### src/assert_macros.svh
// assertion macros used by the top-level rtl file
`ifndef ASSERT_MACROS_SVH
`define ASSERT_MACROS_SVH

// same-cycle implication, disabled while reset is low
`define PEF_ASSERT_NOW(label, clk, rst_n, ante, cons, msg) \
  label: assert property (@(posedge clk) disable iff (!(rst_n)) (ante) |-> (cons)) \
    else $error(msg);

// next-cycle implication, disabled while reset is low
`define PEF_ASSERT_NEXT(label, clk, rst_n, ante, cons, msg) \
  label: assert property (@(posedge clk) disable iff (!(rst_n)) (ante) |=> (cons)) \
    else $error(msg);

`endif

### src/pef_pkg.sv
// types and constants for the protobuf field encoder
`timescale 1ns / 1ps
`default_nettype none
package pef_pkg;

  localparam logic [2:0] KIND_VARINT64 = 3'd0;
  localparam logic [2:0] KIND_INT32    = 3'd1;
  localparam logic [2:0] KIND_BOOL     = 3'd2;
  localparam logic [2:0] KIND_FIXED64  = 3'd3;
  localparam logic [2:0] KIND_LEN      = 3'd4;
  localparam logic [2:0] KIND_PAYLOAD  = 3'd5;

  localparam logic [2:0] WIRE_VARINT  = 3'd0;
  localparam logic [2:0] WIRE_FIXED64 = 3'd1;
  localparam logic [2:0] WIRE_LEN     = 3'd2;

  typedef struct packed {
    logic [2:0]  req_type;
    logic [28:0] field_number;
    logic [63:0] value;
  } in_item_t;

  typedef struct packed {
    logic [7:0] out_byte;
    logic       last_byte;
  } out_item_t;

  typedef enum logic [1:0] {
    ST_IDLE,
    ST_TAG,
    ST_BODY
  } state_t;

  typedef enum logic [1:0] {
    BODY_VARINT,
    BODY_FIXED,
    BODY_RAW
  } body_mode_t;

  typedef struct packed {
    logic load;
    logic tag_step;
    logic body_step;
  } dp_cmd_t;

  typedef struct packed {
    logic tag_more;
    logic body_last;
  } dp_stat_t;

endpackage
`default_nettype wire

### src/pef_datapath.sv
// tag and body shift registers that form the output bytes
`timescale 1ns / 1ps
`default_nettype none
module pef_datapath (
  input  wire logic             clk,
  input  wire pef_pkg::in_item_t in_data,
  input  wire pef_pkg::dp_cmd_t  cmd,
  output pef_pkg::dp_stat_t      stat,
  output pef_pkg::out_item_t     out_data
);

  logic [31:0]         tag_r, tag_nxt;
  logic [63:0]         val_r, val_nxt;
  pef_pkg::body_mode_t mode_r, mode_nxt;
  logic [2:0]          cnt_r, cnt_nxt;

  logic [2:0]  wire_type;
  logic [63:0] load_val;
  logic        val_more;
  logic [7:0]  body_byte;
  logic        tag_more;
  logic        body_last;

  always_comb begin
    wire_type = pef_pkg::WIRE_VARINT;
    load_val  = in_data.value;
    mode_nxt  = pef_pkg::BODY_VARINT;
    case (in_data.req_type)
      pef_pkg::KIND_INT32: begin
        load_val = {{32{in_data.value[31]}}, in_data.value[31:0]};
      end
      pef_pkg::KIND_BOOL: begin
        load_val = {63'd0, |in_data.value};
      end
      pef_pkg::KIND_FIXED64: begin
        wire_type = pef_pkg::WIRE_FIXED64;
        mode_nxt  = pef_pkg::BODY_FIXED;
      end
      pef_pkg::KIND_LEN: begin
        wire_type = pef_pkg::WIRE_LEN;
      end
      pef_pkg::KIND_PAYLOAD: begin
        mode_nxt = pef_pkg::BODY_RAW;
      end
      default: begin
        mode_nxt = pef_pkg::BODY_VARINT;
      end
    endcase
  end

  assign val_more = |val_r[63:7];

  always_comb begin
    body_byte = val_r[7:0];
    body_last = 1'b1;
    case (mode_r)
      pef_pkg::BODY_VARINT: begin
        body_byte = {val_more, val_r[6:0]};
        body_last = ~val_more;
      end
      pef_pkg::BODY_FIXED: begin
        body_last = (cnt_r == 3'd7);
      end
      default: begin
        body_last = 1'b1;
      end
    endcase
  end

  assign tag_more = |tag_r[31:7];

  assign stat = '{tag_more: tag_more, body_last: body_last};

  always_comb begin
    tag_nxt = tag_r;
    val_nxt = val_r;
    cnt_nxt = cnt_r;
    if (cmd.load) begin
      tag_nxt = {in_data.field_number, wire_type};
      val_nxt = load_val;
      cnt_nxt = 3'd0;
    end else if (cmd.tag_step) begin
      tag_nxt = {7'd0, tag_r[31:7]};
    end else if (cmd.body_step) begin
      // fixed64 walks whole bytes, varints walk 7-bit groups
      if (mode_r == pef_pkg::BODY_FIXED) begin
        val_nxt = {8'd0, val_r[63:8]};
      end else begin
        val_nxt = {7'd0, val_r[63:7]};
      end
      cnt_nxt = cnt_r + 3'd1;
    end
  end

  always_ff @(posedge clk) begin
    tag_r <= tag_nxt;
    val_r <= val_nxt;
    cnt_r <= cnt_nxt;
    if (cmd.load) begin
      mode_r <= mode_nxt;
    end
  end

  assign out_data.out_byte  = cmd.body_step ? body_byte : {tag_more, tag_r[6:0]};
  assign out_data.last_byte = cmd.body_step & body_last;

endmodule
`default_nettype wire

### src/pef_ctrl.sv
// request sequencer: tag phase then body phase; payload requests go straight to the body phase
`timescale 1ns / 1ps
`default_nettype none
module pef_ctrl (
  input  wire logic             clk,
  input  wire logic             rst_n,
  input  wire logic             start,
  input  wire logic [2:0]       req_type,
  input  wire pef_pkg::dp_stat_t stat,
  output pef_pkg::dp_cmd_t       cmd,
  output logic                   busy,
  output logic                   out_valid
);

  pef_pkg::state_t state_r, state_nxt;

  always_comb begin
    state_nxt = state_r;
    case (state_r)
      pef_pkg::ST_IDLE: begin
        if (start) begin
          if (req_type == pef_pkg::KIND_PAYLOAD) begin
            state_nxt = pef_pkg::ST_BODY;
          end else if (req_type inside {[pef_pkg::KIND_VARINT64 : pef_pkg::KIND_LEN]}) begin
            state_nxt = pef_pkg::ST_TAG;
          end
        end
      end
      pef_pkg::ST_TAG: begin
        if (!stat.tag_more) begin
          state_nxt = pef_pkg::ST_BODY;
        end
      end
      pef_pkg::ST_BODY: begin
        if (stat.body_last) begin
          state_nxt = pef_pkg::ST_IDLE;
        end
      end
      default: begin
        state_nxt = pef_pkg::ST_IDLE;
      end
    endcase
  end

  always_comb begin
    cmd       = '0;
    busy      = 1'b1;
    out_valid = 1'b0;
    case (state_r)
      pef_pkg::ST_IDLE: begin
        busy     = 1'b0;
        cmd.load = start;
      end
      pef_pkg::ST_TAG: begin
        cmd.tag_step = 1'b1;
        out_valid    = 1'b1;
      end
      pef_pkg::ST_BODY: begin
        cmd.body_step = 1'b1;
        out_valid     = 1'b1;
      end
      default: begin
        busy = 1'b1;
      end
    endcase
  end

  always_ff @(posedge clk) begin
    if (!rst_n) begin
      state_r <= pef_pkg::ST_IDLE;
    end else begin
      state_r <= state_nxt;
    end
  end

endmodule
`default_nettype wire

### src/protobuf_field_encoder.sv
// protobuf field encoder top level: sequencer plus byte datapath
//
//   port group  dir  handshake            beat
//   in_         in   start & !busy        one field request
//   out_        out  out_valid strobe     one wire byte, last_byte on the final one
//
// one byte per cycle once a request is loaded: tag bytes (1..5, none for payload)
// then body bytes (1..10 varint, 8 fixed64, 1 payload), so 1 to 15 bytes per request;
// the tag and varint values shift out in 7-bit groups, fixed64 in whole bytes.
// reset returns the sequencer to idle; unused request kinds are accepted while idle, no beats.
// the receiver cannot stall; busy stays high through the last beat and drops after it.
`timescale 1ns / 1ps
`default_nettype none
`include "assert_macros.svh"
module protobuf_field_encoder (
  input  wire logic              clk,
  input  wire logic              rst_n,
  input  wire logic              start,
  output logic                   busy,
  input  wire pef_pkg::in_item_t  in_data,
  output logic                   out_valid,
  output pef_pkg::out_item_t      out_data
);

  pef_pkg::dp_cmd_t  cmd;
  pef_pkg::dp_stat_t stat;

  pef_ctrl u_ctrl (
    .clk       (clk),
    .rst_n     (rst_n),
    .start     (start),
    .req_type  (in_data.req_type),
    .stat      (stat),
    .cmd       (cmd),
    .busy      (busy),
    .out_valid (out_valid)
  );

  pef_datapath u_dp (
    .clk      (clk),
    .in_data  (in_data),
    .cmd      (cmd),
    .stat     (stat),
    .out_data (out_data)
  );

  `PEF_ASSERT_NOW(a_valid_busy, clk, rst_n, out_valid, busy, "beat outside a request")
  `PEF_ASSERT_NEXT(a_last_idle, clk, rst_n, out_valid && out_data.last_byte, !busy,
    "still busy after last beat")
  `PEF_ASSERT_NEXT(a_payload_one, clk, rst_n,
    start && !busy && in_data.req_type == pef_pkg::KIND_PAYLOAD,
    out_valid && out_data.last_byte, "payload byte not a single last beat")
  `PEF_ASSERT_NEXT(a_unused_kind, clk, rst_n,
    start && !busy && (in_data.req_type > pef_pkg::KIND_PAYLOAD),
    !busy && !out_valid, "unused kind produced beats")

endmodule
`default_nettype wire

### config.mk
export PLATFORM = sky130hd
export DESIGN_NAME = protobuf_field_encoder
export DESIGN_NICKNAME = d
export VERILOG_FILES = /design/src/pef_pkg.sv /design/src/pef_datapath.sv /design/src/pef_ctrl.sv /design/src/protobuf_field_encoder.sv
export VERILOG_INCLUDE_DIRS = /design/src /design/src/src
export SDC_FILE = /design/constraint.sdc
export NUM_CORES = 1
export LEC_CHECK = 0
export BUFFER_PORTS_ARGS = -buffer_cell sky130_fd_sc_hd__buf_4
export CAP_MARGIN = 25
export CORE_MARGIN = 5
export CORE_UTILIZATION = 39
export CTS_CLUSTER_DIAMETER = 100
export DETAILED_ROUTE_END_ITERATION = 10
export GPL_TIMING_DRIVEN = 1
export PLACE_DENSITY = 0.63
export RECOVER_POWER = 100
export SYNTH_ARGS = -nofsm -noshare
export SYNTH_HDL_FRONTEND = slang
export SYNTH_SLANG_ARGS = --single-unit
### constraint.sdc
create_clock -name clk -period 5.02 [get_ports clk]
set_input_delay 0.502 -clock clk [delete_from_list [all_inputs] [get_ports clk]]
set_output_delay 0.502 -clock clk [all_outputs]
set_load 0.03 [all_outputs]
==> results of run 1 <==
-- cells in the mapped netlist (2+ instances only) --
library cell | instances | area share (%)
inv_1 | 4 | 0.28
nor4_2 | 5 | 1.2
clkbuf_1 | 27 | 1.9
nand2b_1 | 3 | 0.35
and3_1 | 8 | 0.92
buf_2 | 3 | 0.28
nor3_1 | 3 | 0.28
nand3b_1 | 2 | 0.28
mux2i_1 | 4 | 0.74
dfxtp_1 | 5 | 1.8
a21oi_1 | 65 | 6.0
nor4_1 | 31 | 3.6
o21ai_0 | 4 | 0.37
nand4_1 | 7 | 0.81
edfxtp_1 | 98 | 54
a31oi_1 | 55 | 6.3
nand2_1 | 200 | 14
mux2_2 | 7 | 1.5
and2_1 | 3 | 0.35
ha_1 | 6 | 1.4
buf_1 | 7 | 0.48
buf_4 | 2 | 0.28
nor2_1 | 8 | 0.55
nor2b_1 | 5 | 0.58
nand3_1 | 3 | 0.28
-- layer usage --
metal / vias up / GRT usage (%) / part of all wire [%]
li1: 2283 / - / -
met1: 2197 / 25.48 / 44
met2: 182 / 28.00 / 46
met3: 10 / 5.042 / 8.5
met4: 0 / 3.371 / 0.74
met5: - / 0 / 0
-- flip-flops by register name, indices dropped and copies added, names as in the netlist --
register	cells
u_dp.mode_r	2
u_dp.val_r	64
u_dp.tag_r	32
u_dp.cnt_r	3
u_ctrl.state_r	2
-- worst register-to-register path, delay by kind of cell, from the launching register on --
family                   cells  cell delay, ns
AND/OR/NAND/NOR              1            0.53
AO/OA/AOI/OAI                2            0.53
buffers and inverters        2            1.87
flip-flops                   1            0.41
adder cells (fa/ha/maj)      1            0.34
-- report_power, final --
group	switching [mW]	total (mW)	internal, mW
combinational	0.927	1.39	0.468
clock	0.311	0.750	0.439
sequential	0.312	1.93	1.62
-- cell families after synthesis --
logic type,share of synthesized area [%]
adders and majority gates,1.381
xor gates and xnor gates,0.3223
and+or+nand+nor,23.60
AOI/OAI and AO/OA,13.35
DFF,55.99
buffers and inverters,3.177
muxes,2.187
-- how the worst max path moves through the flow --
stage                          end  depth (start not counted)         startpoint
floorplan            u_dp.val_r[0]                          7  u_ctrl.state_r[0]
global placement    u_dp.val_r[13]                          7  u_ctrl.state_r[0]
CTS                 u_dp.val_r[44]                          8  u_ctrl.state_r[0]
global route        u_dp.val_r[15]                          5  u_ctrl.state_r[0]
detailed placement  u_dp.val_r[44]                          8  u_ctrl.state_r[0]
finish              u_dp.val_r[15]                          6  u_ctrl.state_r[0]
-- layout make-up --
class / instances / area, um2
clock buffer: 9 / 225.2
clock inverter: 7 / 95.09
fill: 1304 / 7063
inverter: 4 / 15.01
multi-input combinational: 428 / 2222
sequential: 103 / 3043
tap: 180 / 225.2
timing repair buffer: 118 / 884.6
-- stage by stage --
step	cell area [um2]	utilization, %	std cells	setup slack [ns]	power (mW)
2_1_floorplan	5435	-	574	0.7477	2.869
3_3_place_gp	6389	46.38	830	2.117	3.318
3_5_place_dp	6431	46.69	832	2.007	3.371
4_1_cts	6751	49.02	848	1.995	4.116
5_1_grt	6710	48.72	849	0.8692	4.341
6_report	6710	48.72	849	1.125	4.077
==> flow_summary_export.csv, run 1 <==
group,metric,value,unit
sta,clock_skew,0.009747,ns
clocking,cts-hold-fix-buffers,0,
synthesis,netlist_instances,574,
sta,setup_violations,0,
synthesis,synth_fp_nets,679,
global_route,grt_start_max_net_pins,64,
critical_path,path_delay_family,"buffers and inverters",
critical_path,path_cells,"inv_1 -> ha_1 -> nand2_4 -> clkbuf_1 -> a21oi_1 -> a31oi_1",
global_route,grt_antenna_before_repair,0,
sta,relSlewSlack,-56.42,%
power_and_ir_drop,p_leak,2.613,nW
detailed_routing,drt-pass1-iter-count,5,
layout,area_growth,23.46,%
global_route,grt_pass1_vias,4599,
clocking,clock_latency,0.34,ns
die,rows,43,
critical_path,critPathMaxStageDelay,1.74,ns
die,dieArea,0.01640,mm2
critical_path,crit_path_end_kind,"register",
worst_hold_path,min_to,"u_dp.tag_r[15]",
sta,rsz0062_at_grt,"false",
synthesis,synth_area,0.005435,mm2
global_route,grt_pass1_wl,23380,um
layout,final_common_cell,"nand2_1",
worst_hold_path,holdPathStages,3,
critical_path,crit_type,"reg -> reg",
layout,diodes,0,
placed_design,gp_congestion,0.8752,
sta,clock.fmax,256.8,MHz
critical_path,crit_arrival,4.03,ns
global_route,grt.overflow.total,0,
synthesis,synth-main-ff-cell,"edfxtp_1",
power_and_ir_drop,ir_drop,257.3,uV
run_status,status,"finished, violations left",
clocking,cts_tree,"yes",
layout,nets,769,
critical_path,r2r_end,"u_dp.val_r[15]",
die,die_h,128.1,um
clocking,cts_setup_buffers,0,
critical_path,cp_num_buf_inv,2,
worst_hold_path,min_path_type,"in -> reg",
detailed_routing,drc_errors,0,
sta,fin_crit,3.895,ns
critical_path,critPathSlowestCell,"clkbuf_1",
clocking,htree_levels,3,
die,start_util,39.46,%
clocking,cts_root_buf,"clkbuf_16",
critical_path,reg2reg_slack,1.13,ns
detailed_routing,route.antenna.remaining_nets,0,
detailed_routing,drt_iter0_drc,384,
sta,fin_crit_sh,77.59,%
placed_design,io_buffers,109,
synthesis,ys_seq_elements,103,
global_route,track_usage,18.00,%
sta,final_max_slew_viol_count,94,
critical_path,rr_worst_depth,6,
detailed_routing,vias_per_cell,5.503,
worst_hold_path,hp-start,"in_data[76]",
clocking,cts_resized,0,
sta,tightest_slew,2.346,ns
synthesis,syn_area_per_cell,9.469,um2
sta,fin_hold_ws,0.4194,ns
critical_path,cp_max_fo,63,
critical_path,r2r_start,"u_ctrl.state_r[0]",
die,ios,110,
clocking,numClockSinks,103,
critical_path,critPathLaunchType,"register",
die,dieWidth,128.1,um
critical_path,crit_required,5.15,ns
detailed_routing,vias,4672,
synthesis,ys_seq_area_share,55.99,%
synthesis,yosys_warnings,0,
clocking,clk_pin_slew,0.07,ns
clocking,cts_buffer_depth,2,
detailed_routing,drt-total-wl,14650,um
die,core,0.01377,mm2
placed_design,dpl.hpwl,10860,um
layout,final_cell_mix,"nand2_1 (199), buf_4 (102), edfxtp_1 (98)",
synthesis,ys_types,34,
clocking,numCtsBuffers,9,
detailed_routing,wl_per_cell,17.26,um
run_status,violations,"capacitance limit, slew limit",
synthesis,async_flop_share,0,%
synthesis,synth-edff-count,98,
flow_run,cap_violations,2,
sta,tns,0,ns
power_and_ir_drop,pwr_density_cell,607.6,mW/mm2
sta,hold_violations,0,
layout,drive_gt1_share,20.03,%
(Power assumes the default switching activity.)
==> inputs of run 2 (changes only) <==
Settings changed: ABC_AREA set to 1, PLACE_DENSITY 0.63 to 0.65.
Clock period 5.02 ns to 3.4 ns, I/O delays scaled along.
==> run 2 against run 1 <==
Against the previous run:
- the run now ends clean
- utilization fell by 0.75 points
- hold slack got worse by 0.18 ns
- sequential share of layout area fell by 1.2 points
- wire length fell by 2.6%
- clock skew fell by 0.0014 ns
- critical path depth rose by 1
- register-to-register slack got worse by 0.42 ns
- sequential power rose by 39%
- synthesized cell count rose by 19%
- power rose by 47%
- sequential cell count did not move
- largest cell class unchanged
- highest routed layer unchanged
==> flow_summary_export.csv, run 2 <==
group,metric,value,unit
synthesis,ys_top_cells_by_area,"edfxtp_1 (52%), nand2_1 (12%), o21ai_0 (8.1%)",
clocking,cts-hold-fix-buffers,0,
power_and_ir_drop,p_seq_share,44.6,%
placed_design,gp_congestion,0.7976,
power_and_ir_drop,p_leak,2.850,nW
synthesis,synth_top_area_share,52.05,%
layout,nets,878,
placed_design,dp_slack,1.097,ns
synthesis,synth-edff-count,98,
layout,top_regs,"u_dp.val_r (64), u_dp.tag_r (32), u_dp.cnt_r (3)",
detailed_routing,vias,4972,
worst_hold_path,min_path_type,"in -> reg",
sta,hold_violations,0,
synthesis,synth-main-ff-cell,"edfxtp_1",
global_route,track_usage,16.93,%
sta,relSlewSlack,36.59,%
synthesis,yosys_warnings,0,
critical_path,crit_arrival,2.75,ns
sta,clock_skew,0.008385,ns
power_and_ir_drop,ir_drop,422.1,uV
clocking,clk_pin_slew,0.07,ns
detailed_routing,drt-total-wl,14280,um
synthesis,ys_types,26,
sta,setup_slack,0.7018,ns
synthesis,synth.most_common_cell,"nand2_1",
sta,fin_crit,2.698,ns
sta,rsz0062_at_grt,"false",
worst_hold_path,holdPathStages,3,
critical_path,cp_max_fo,39,
die,core,0.01437,mm2
detailed_routing,vias_per_cell,5.168,
synthesis,netlist_instances,683,
detailed_routing,maxUsedRoutingLayer,"met4",
detailed_routing,drt-pass1-iter-count,6,
power_and_ir_drop,p_comb_share,36.4,%
detailed_routing,drc_errors,0,
sta,setup_violations,0,
power_and_ir_drop,p_int,3.708,mW
layout,diodes,0,
placed_design,io_buffers,109,
critical_path,crit_type,"reg -> reg",
sta,clock.fmax,370.6,MHz
detailed_routing,wl_per_cell,14.84,um
clocking,numCtsBuffers,9,
global_route,grt.overflow.total,0,
synthesis,ys_seq_area_share,53.82,%
die,die_h,130.4,um
synthesis,ys_seq_elements,103,
placed_design,dpl.hpwl,9953,um
layout,instances_no_fill,962,
clocking,cts_tree,"yes",
critical_path,rr_worst_depth,7,
layout,final_common_cell,"nand2_1",
die,ios,110,
die,rows,44,
sta,fin_crit_sh,79.36,%
critical_path,r2r_end,"u_dp.val_r[43]",
power_and_ir_drop,switching_share,38.18,%
layout,largest_reg_flops,64,
synthesis,synth_area_leader_cell,"edfxtp_1",
critical_path,r2r_start,"u_ctrl.state_r[1]",
worst_hold_path,min_to,"u_ctrl.state_r[0]",
critical_path,crit_path_end_kind,"register",
layout,top_register,"u_dp.val_r",
sta,final_max_slew_viol_count,0,
detailed_routing,drt_iter0_drc,405,
die,dieWidth,130.4,um
layout,area_growth,21.91,%
power_and_ir_drop,pwr_density_cell,870.1,mW/mm2
sta,tightest_slew,0.9500,ns
synthesis,async_flop_share,0,%
die,dieArea,0.01701,mm2
detailed_routing,route.antenna.remaining_nets,0,
die,start_util,39.35,%
critical_path,critPathLaunchType,"register",
sta,tns,0,ns
global_route,grt_pass1_wl,22690,um
worst_hold_path,hp-start,"rst_n",
run_status,status,"completed",
clocking,cts_buffer_depth,2,
global_route,grt_start_max_net_pins,66,
critical_path,crit_required,3.45,ns
detailed_routing,route.met2.wl,7175,um
detailed_routing,wl_met3,847,um
synthesis,synthTopCellsByCount,"nand2_1 (179), nor2_1 (115), edfxtp_1 (98)",
detailed_routing,m1WireLength,6084,um
layout,drive_gt1_share,16.07,%
clocking,htree_levels,3,
clocking,clock_latency,0.35,ns
critical_path,reg2reg_slack,0.70,ns
synthesis,synth_area,0.005654,mm2
layout,final_cell_mix,"nand2_1 (179), nor2_1 (115), buf_4 (101)",
power_and_ir_drop,p_clk_share,18.9,%
clocking,cts_resized,0,
global_route,grt_pass1_vias,4687,
clocking,cts_setup_buffers,0,
flow_run,cap_violations,0,
synthesis,syn_area_per_cell,8.278,um2
synthesis,synth_fp_nets,788,
global_route,grt_antenna_before_repair,0,
power_and_ir_drop,p_switching,2.290,mW
clocking,cts_root_buf,"clkbuf_16",
clocking,numClockSinks,103,
layout,n_fill_cell,1386,
placed_design,dp_cells,945,
## run 2: worst max-delay path, cell delays in order (launching register included)
cell      delay, ns
dfxtp_1        0.33
inv_1          0.12
ha_1           0.21
nand2_1        0.41
clkbuf_2       0.61
a21oi_1        0.27
buf_4          0.32
a22oi_1        0.12
## run 2: cell type report
type / instances / area (um2) / area share [%]
clock buffers: 9 / 225.2 / 3.267
clock inverters: 7 / 103.9 / 1.507
inverters: 42 / 157.7 / 2.287
multi-input cells: 500 / 2280 / 33.07
flip-flops and latches: 103 / 3043 / 44.15
well taps: 184 / 230.2 / 3.340
repair buffers: 117 / 853.3 / 12.38
## run 2: power groups by stage
stage          registers (mW)  logic, mW  clock network [mW]
3_5_place_dp             2.69       2.27                   0
4_1_cts                  2.67       2.28                1.15
6_report                 2.68       2.18                1.14
5_1_grt                  2.75       2.47                1.20
3_3_place_gp             2.68       2.22                   0
2_1_floorplan            2.62       1.62                   0
## run 2: kinds of logic after synthesis
| family | count (synthesis) | synth area share [%] |
|---|---|---|
| AOI/OAI and AO/OA | 140 | 13.54 |
| buffers and inverters | 80 | 5.953 |
| DFF | 103 | 53.82 |
| and+or+nand+nor | 353 | 25.20 |
| xor gates and xnor gates | 1 | 0.1549 |
| adders and majority gates | 6 | 1.328 |
## run 2: how the worst max path moves through the flow
stage                      startpoint  slack, ns              to  cells after the start
finish              u_ctrl.state_r[1]       0.70  u_dp.val_r[43]                      7
global route        u_ctrl.state_r[1]       0.42  u_dp.val_r[37]                      7
CTS                 u_ctrl.state_r[0]       1.00     out_data[0]                      5
detailed placement        in_data[94]       1.10  u_dp.val_r[40]                      9
global placement          in_data[94]       1.20  u_dp.val_r[36]                      9
floorplan           u_ctrl.state_r[0]       0.03   u_dp.val_r[0]                      6
## run 2: stage by stage
stage	hold slack [ns]	cell area (um2)	util, %	power [mW]
global route	0.2453	6893	47.97	6.431
finish	0.2384	6893	47.97	5.998
global placement	0.4814	6608	45.99	4.894
CTS	0.2288	6937	48.28	6.099
floorplan	0.4607	5658	-	4.240
detailed placement	0.5104	6608	45.99	4.965
## run 2: metal layers
| layer | global-route usage (%) | vias up |
|---|---|---|
| met4 | 4.537 | 0 |
| met2 | 29.66 | 156 |
| met3 | 2.886 | 15 |
| met1 | 21.76 | 2303 |
| met5 | 0 | - |
| li1 | - | 2498 |
==> inputs of run 3 (changes only) <==
Clock period 3.4 ns to 2.35 ns, I/O delays scaled along.
==> run 3 against run 2 <==
Against the previous run:
- final area grew 0.36%
- setup slack worse by 0.46 ns
- fmax increased by 28%
- critical path type unchanged
==> flow_summary_export.csv, run 3 (synthesized netlist as in run 2, its figures left out) <==
group,metric,value,unit
power_and_ir_drop,switching_share,38.14,%
die,dieWidth,130.4,um
layout,top_regs,"u_dp.val_r (64), u_dp.tag_r (32), u_dp.cnt_r (3)",
global_route,track_usage,16.96,%
run_status,status,"completed",
power_and_ir_drop,ir_drop,593.7,uV
sta,fin_crit,2.105,ns
critical_path,reg2reg_slack,0.25,ns
global_route,grt_pass1_vias,4710,
clocking,cts_resized,0,
critical_path,crit_arrival,2.17,ns
critical_path,worstSetupEndpoint,"u_dp.val_r[43]",
die,dieArea,0.01701,mm2
clocking,cts-hold-fix-buffers,0,
placed_design,dp_cells,949,
critical_path,crit_required,2.41,ns
layout,final_common_cell,"nand2_1",
sta,relSlewSlack,34.61,%
die,ios,110,
clocking,htree_levels,3,
clocking,numClockSinks,103,
sta,clock.fmax,475.1,MHz
layout,instances_no_fill,965,
sta,tightest_slew,0.9797,ns
power_and_ir_drop,p_clk_share,17.4,%
sta,clock_skew,0.003594,ns
die,core,0.01437,mm2
placed_design,gp_congestion,0.8314,
power_and_ir_drop,p_leak,2.872,nW
layout,nets,881,
global_route,grt_start_max_net_pins,65,
critical_path,r2r_end,"u_dp.val_r[43]",
power_and_ir_drop,p_seq_share,45.1,%
critical_path,path_cells,"inv_1 -> ha_4 -> nand2_4 -> clkbuf_2 -> a21oi_1 -> buf_4 -> a22oi_1",
detailed_routing,wl_per_cell,14.77,um
layout,top_register,"u_dp.val_r",
critical_path,critPathMaxStageDelay,0.39,ns
sta,fin_crit_sh,89.56,%
detailed_routing,vias_per_cell,5.112,
die,die_h,130.4,um
placed_design,dpl.hpwl,10370,um
critical_path,rr_worst_depth,7,
placed_design,io_buffers,109,
power_and_ir_drop,p_int,5.338,mW
clocking,cts_buffer_depth,2,
layout,drive_gt1_share,17.93,%
power_and_ir_drop,pwr_density_cell,1247,mW/mm2
sta,rsz0062_at_grt,"false",
critical_path,crit_type,"reg -> reg",
worst_hold_path,min_path_type,"in -> reg",
clocking,clock_latency,0.35,ns
critical_path,crit_path_end_kind,"register",
power_and_ir_drop,p_comb_share,37.5,%
layout,diodes,0,
flow_run,cap_violations,0,
layout,largest_reg_flops,64,
global_route,grt.overflow.total,0,
die,start_util,39.35,%
detailed_routing,route.antenna.remaining_nets,0,
clocking,clk_pin_slew,0.07,ns
sta,hold_violations,0,
layout,area_growth,22.35,%
critical_path,startpoint,"u_ctrl.state_r[0]",
layout,final_cell_mix,"nand2_1 (178), nor2_1 (115), buf_4 (104)",
clocking,numCtsBuffers,9,
power_and_ir_drop,fin_total_pwr,8.628,mW
clocking,cts_root_buf,"clkbuf_16",
critical_path,critPathSlowestCell,"clkbuf_2",
clocking,cts_tree,"yes",
power_and_ir_drop,p_switching,3.291,mW
global_route,grt_pass1_wl,22450,um
sta,tns,0,ns
global_route,grt_antenna_before_repair,0,
clocking,cts_setup_buffers,0,
critical_path,critPathLaunchType,"register",
critical_path,r2r_start,"u_ctrl.state_r[0]",
sta,setup_violations,0,
detailed_routing,drt_iter0_drc,361,
sta,final_max_slew_viol_count,0,
detailed_routing,drt-total-wl,14250,um
detailed_routing,drc_errors,0,
detailed_routing,drt-pass1-iter-count,5,
critical_path,cp_max_fo,27,
die,rows,44,
detailed_routing,vias,4933,
==> run 3: how the worst min path moves through the flow <==
stage / from / endpoint / slack [ns] / cells past startpoint
floorplan: rst_n / u_ctrl.state_r[1] / 0.35 / 2
finish: rst_n / u_ctrl.state_r[1] / 0.13 / 3
detailed placement: rst_n / u_ctrl.state_r[1] / 0.48 / 3
global route: rst_n / u_ctrl.state_r[1] / 0.12 / 3
global placement: rst_n / u_ctrl.state_r[0] / 0.47 / 3
CTS: rst_n / u_ctrl.state_r[1] / 0.12 / 3
==> run 3: power by group through the flow <==
stage	sequential (mW)	combinational [mW]	clock [mW]
global route	4.00	3.68	1.60
CTS	3.89	3.39	1.53
global placement	3.89	3.30	0
finish	3.89	3.24	1.50
detailed placement	3.92	3.38	0
floorplan	3.77	2.44	0
==> run 3: cell type report <==
type | count | area (um2)
Clock inverter | 6 | 60.06
Fill cell | 1378 | 7451
Sequential cell | 103 | 3044
Tap cell | 184 | 230.2
Timing Repair Buffer | 120 | 884.6
Inverter | 42 | 157.7
Clock buffer | 10 | 239.0
Multi-Input combinational cell | 500 | 2302
==> run 3: per-layer routing <==
metal	wire length [um]	global-route usage [%]	part of all wire, %
met5	0	0	0
met4	387	7.864	2.7
met2	6770	27.10	48
met1	6088	22.71	43
met3	1005	2.805	7.1
==> run 3: critical path, delay by kind of cell, from the launching register on <==
family | cells | cell delay, ns
buf+inv | 3 | 0.82
compound gates | 2 | 0.36
flops | 1 | 0.34
fa+ha+maj | 1 | 0.17
simple gates | 1 | 0.12
==> run 3: metrics by stage <==
stage	hold slack, ns	worst slack [ns]	instance area (um2)	util, %
after CTS	0.1179	0.3011	6970	48.51
after detailed placement	0.4831	0.4473	6671	46.43
after global placement	0.4709	0.5025	6671	46.43
after floorplan	0.3483	-0.03368	5707	-
after global routing	0.1247	0.06317	6918	48.15
final	0.1285	0.2454	6918	48.15
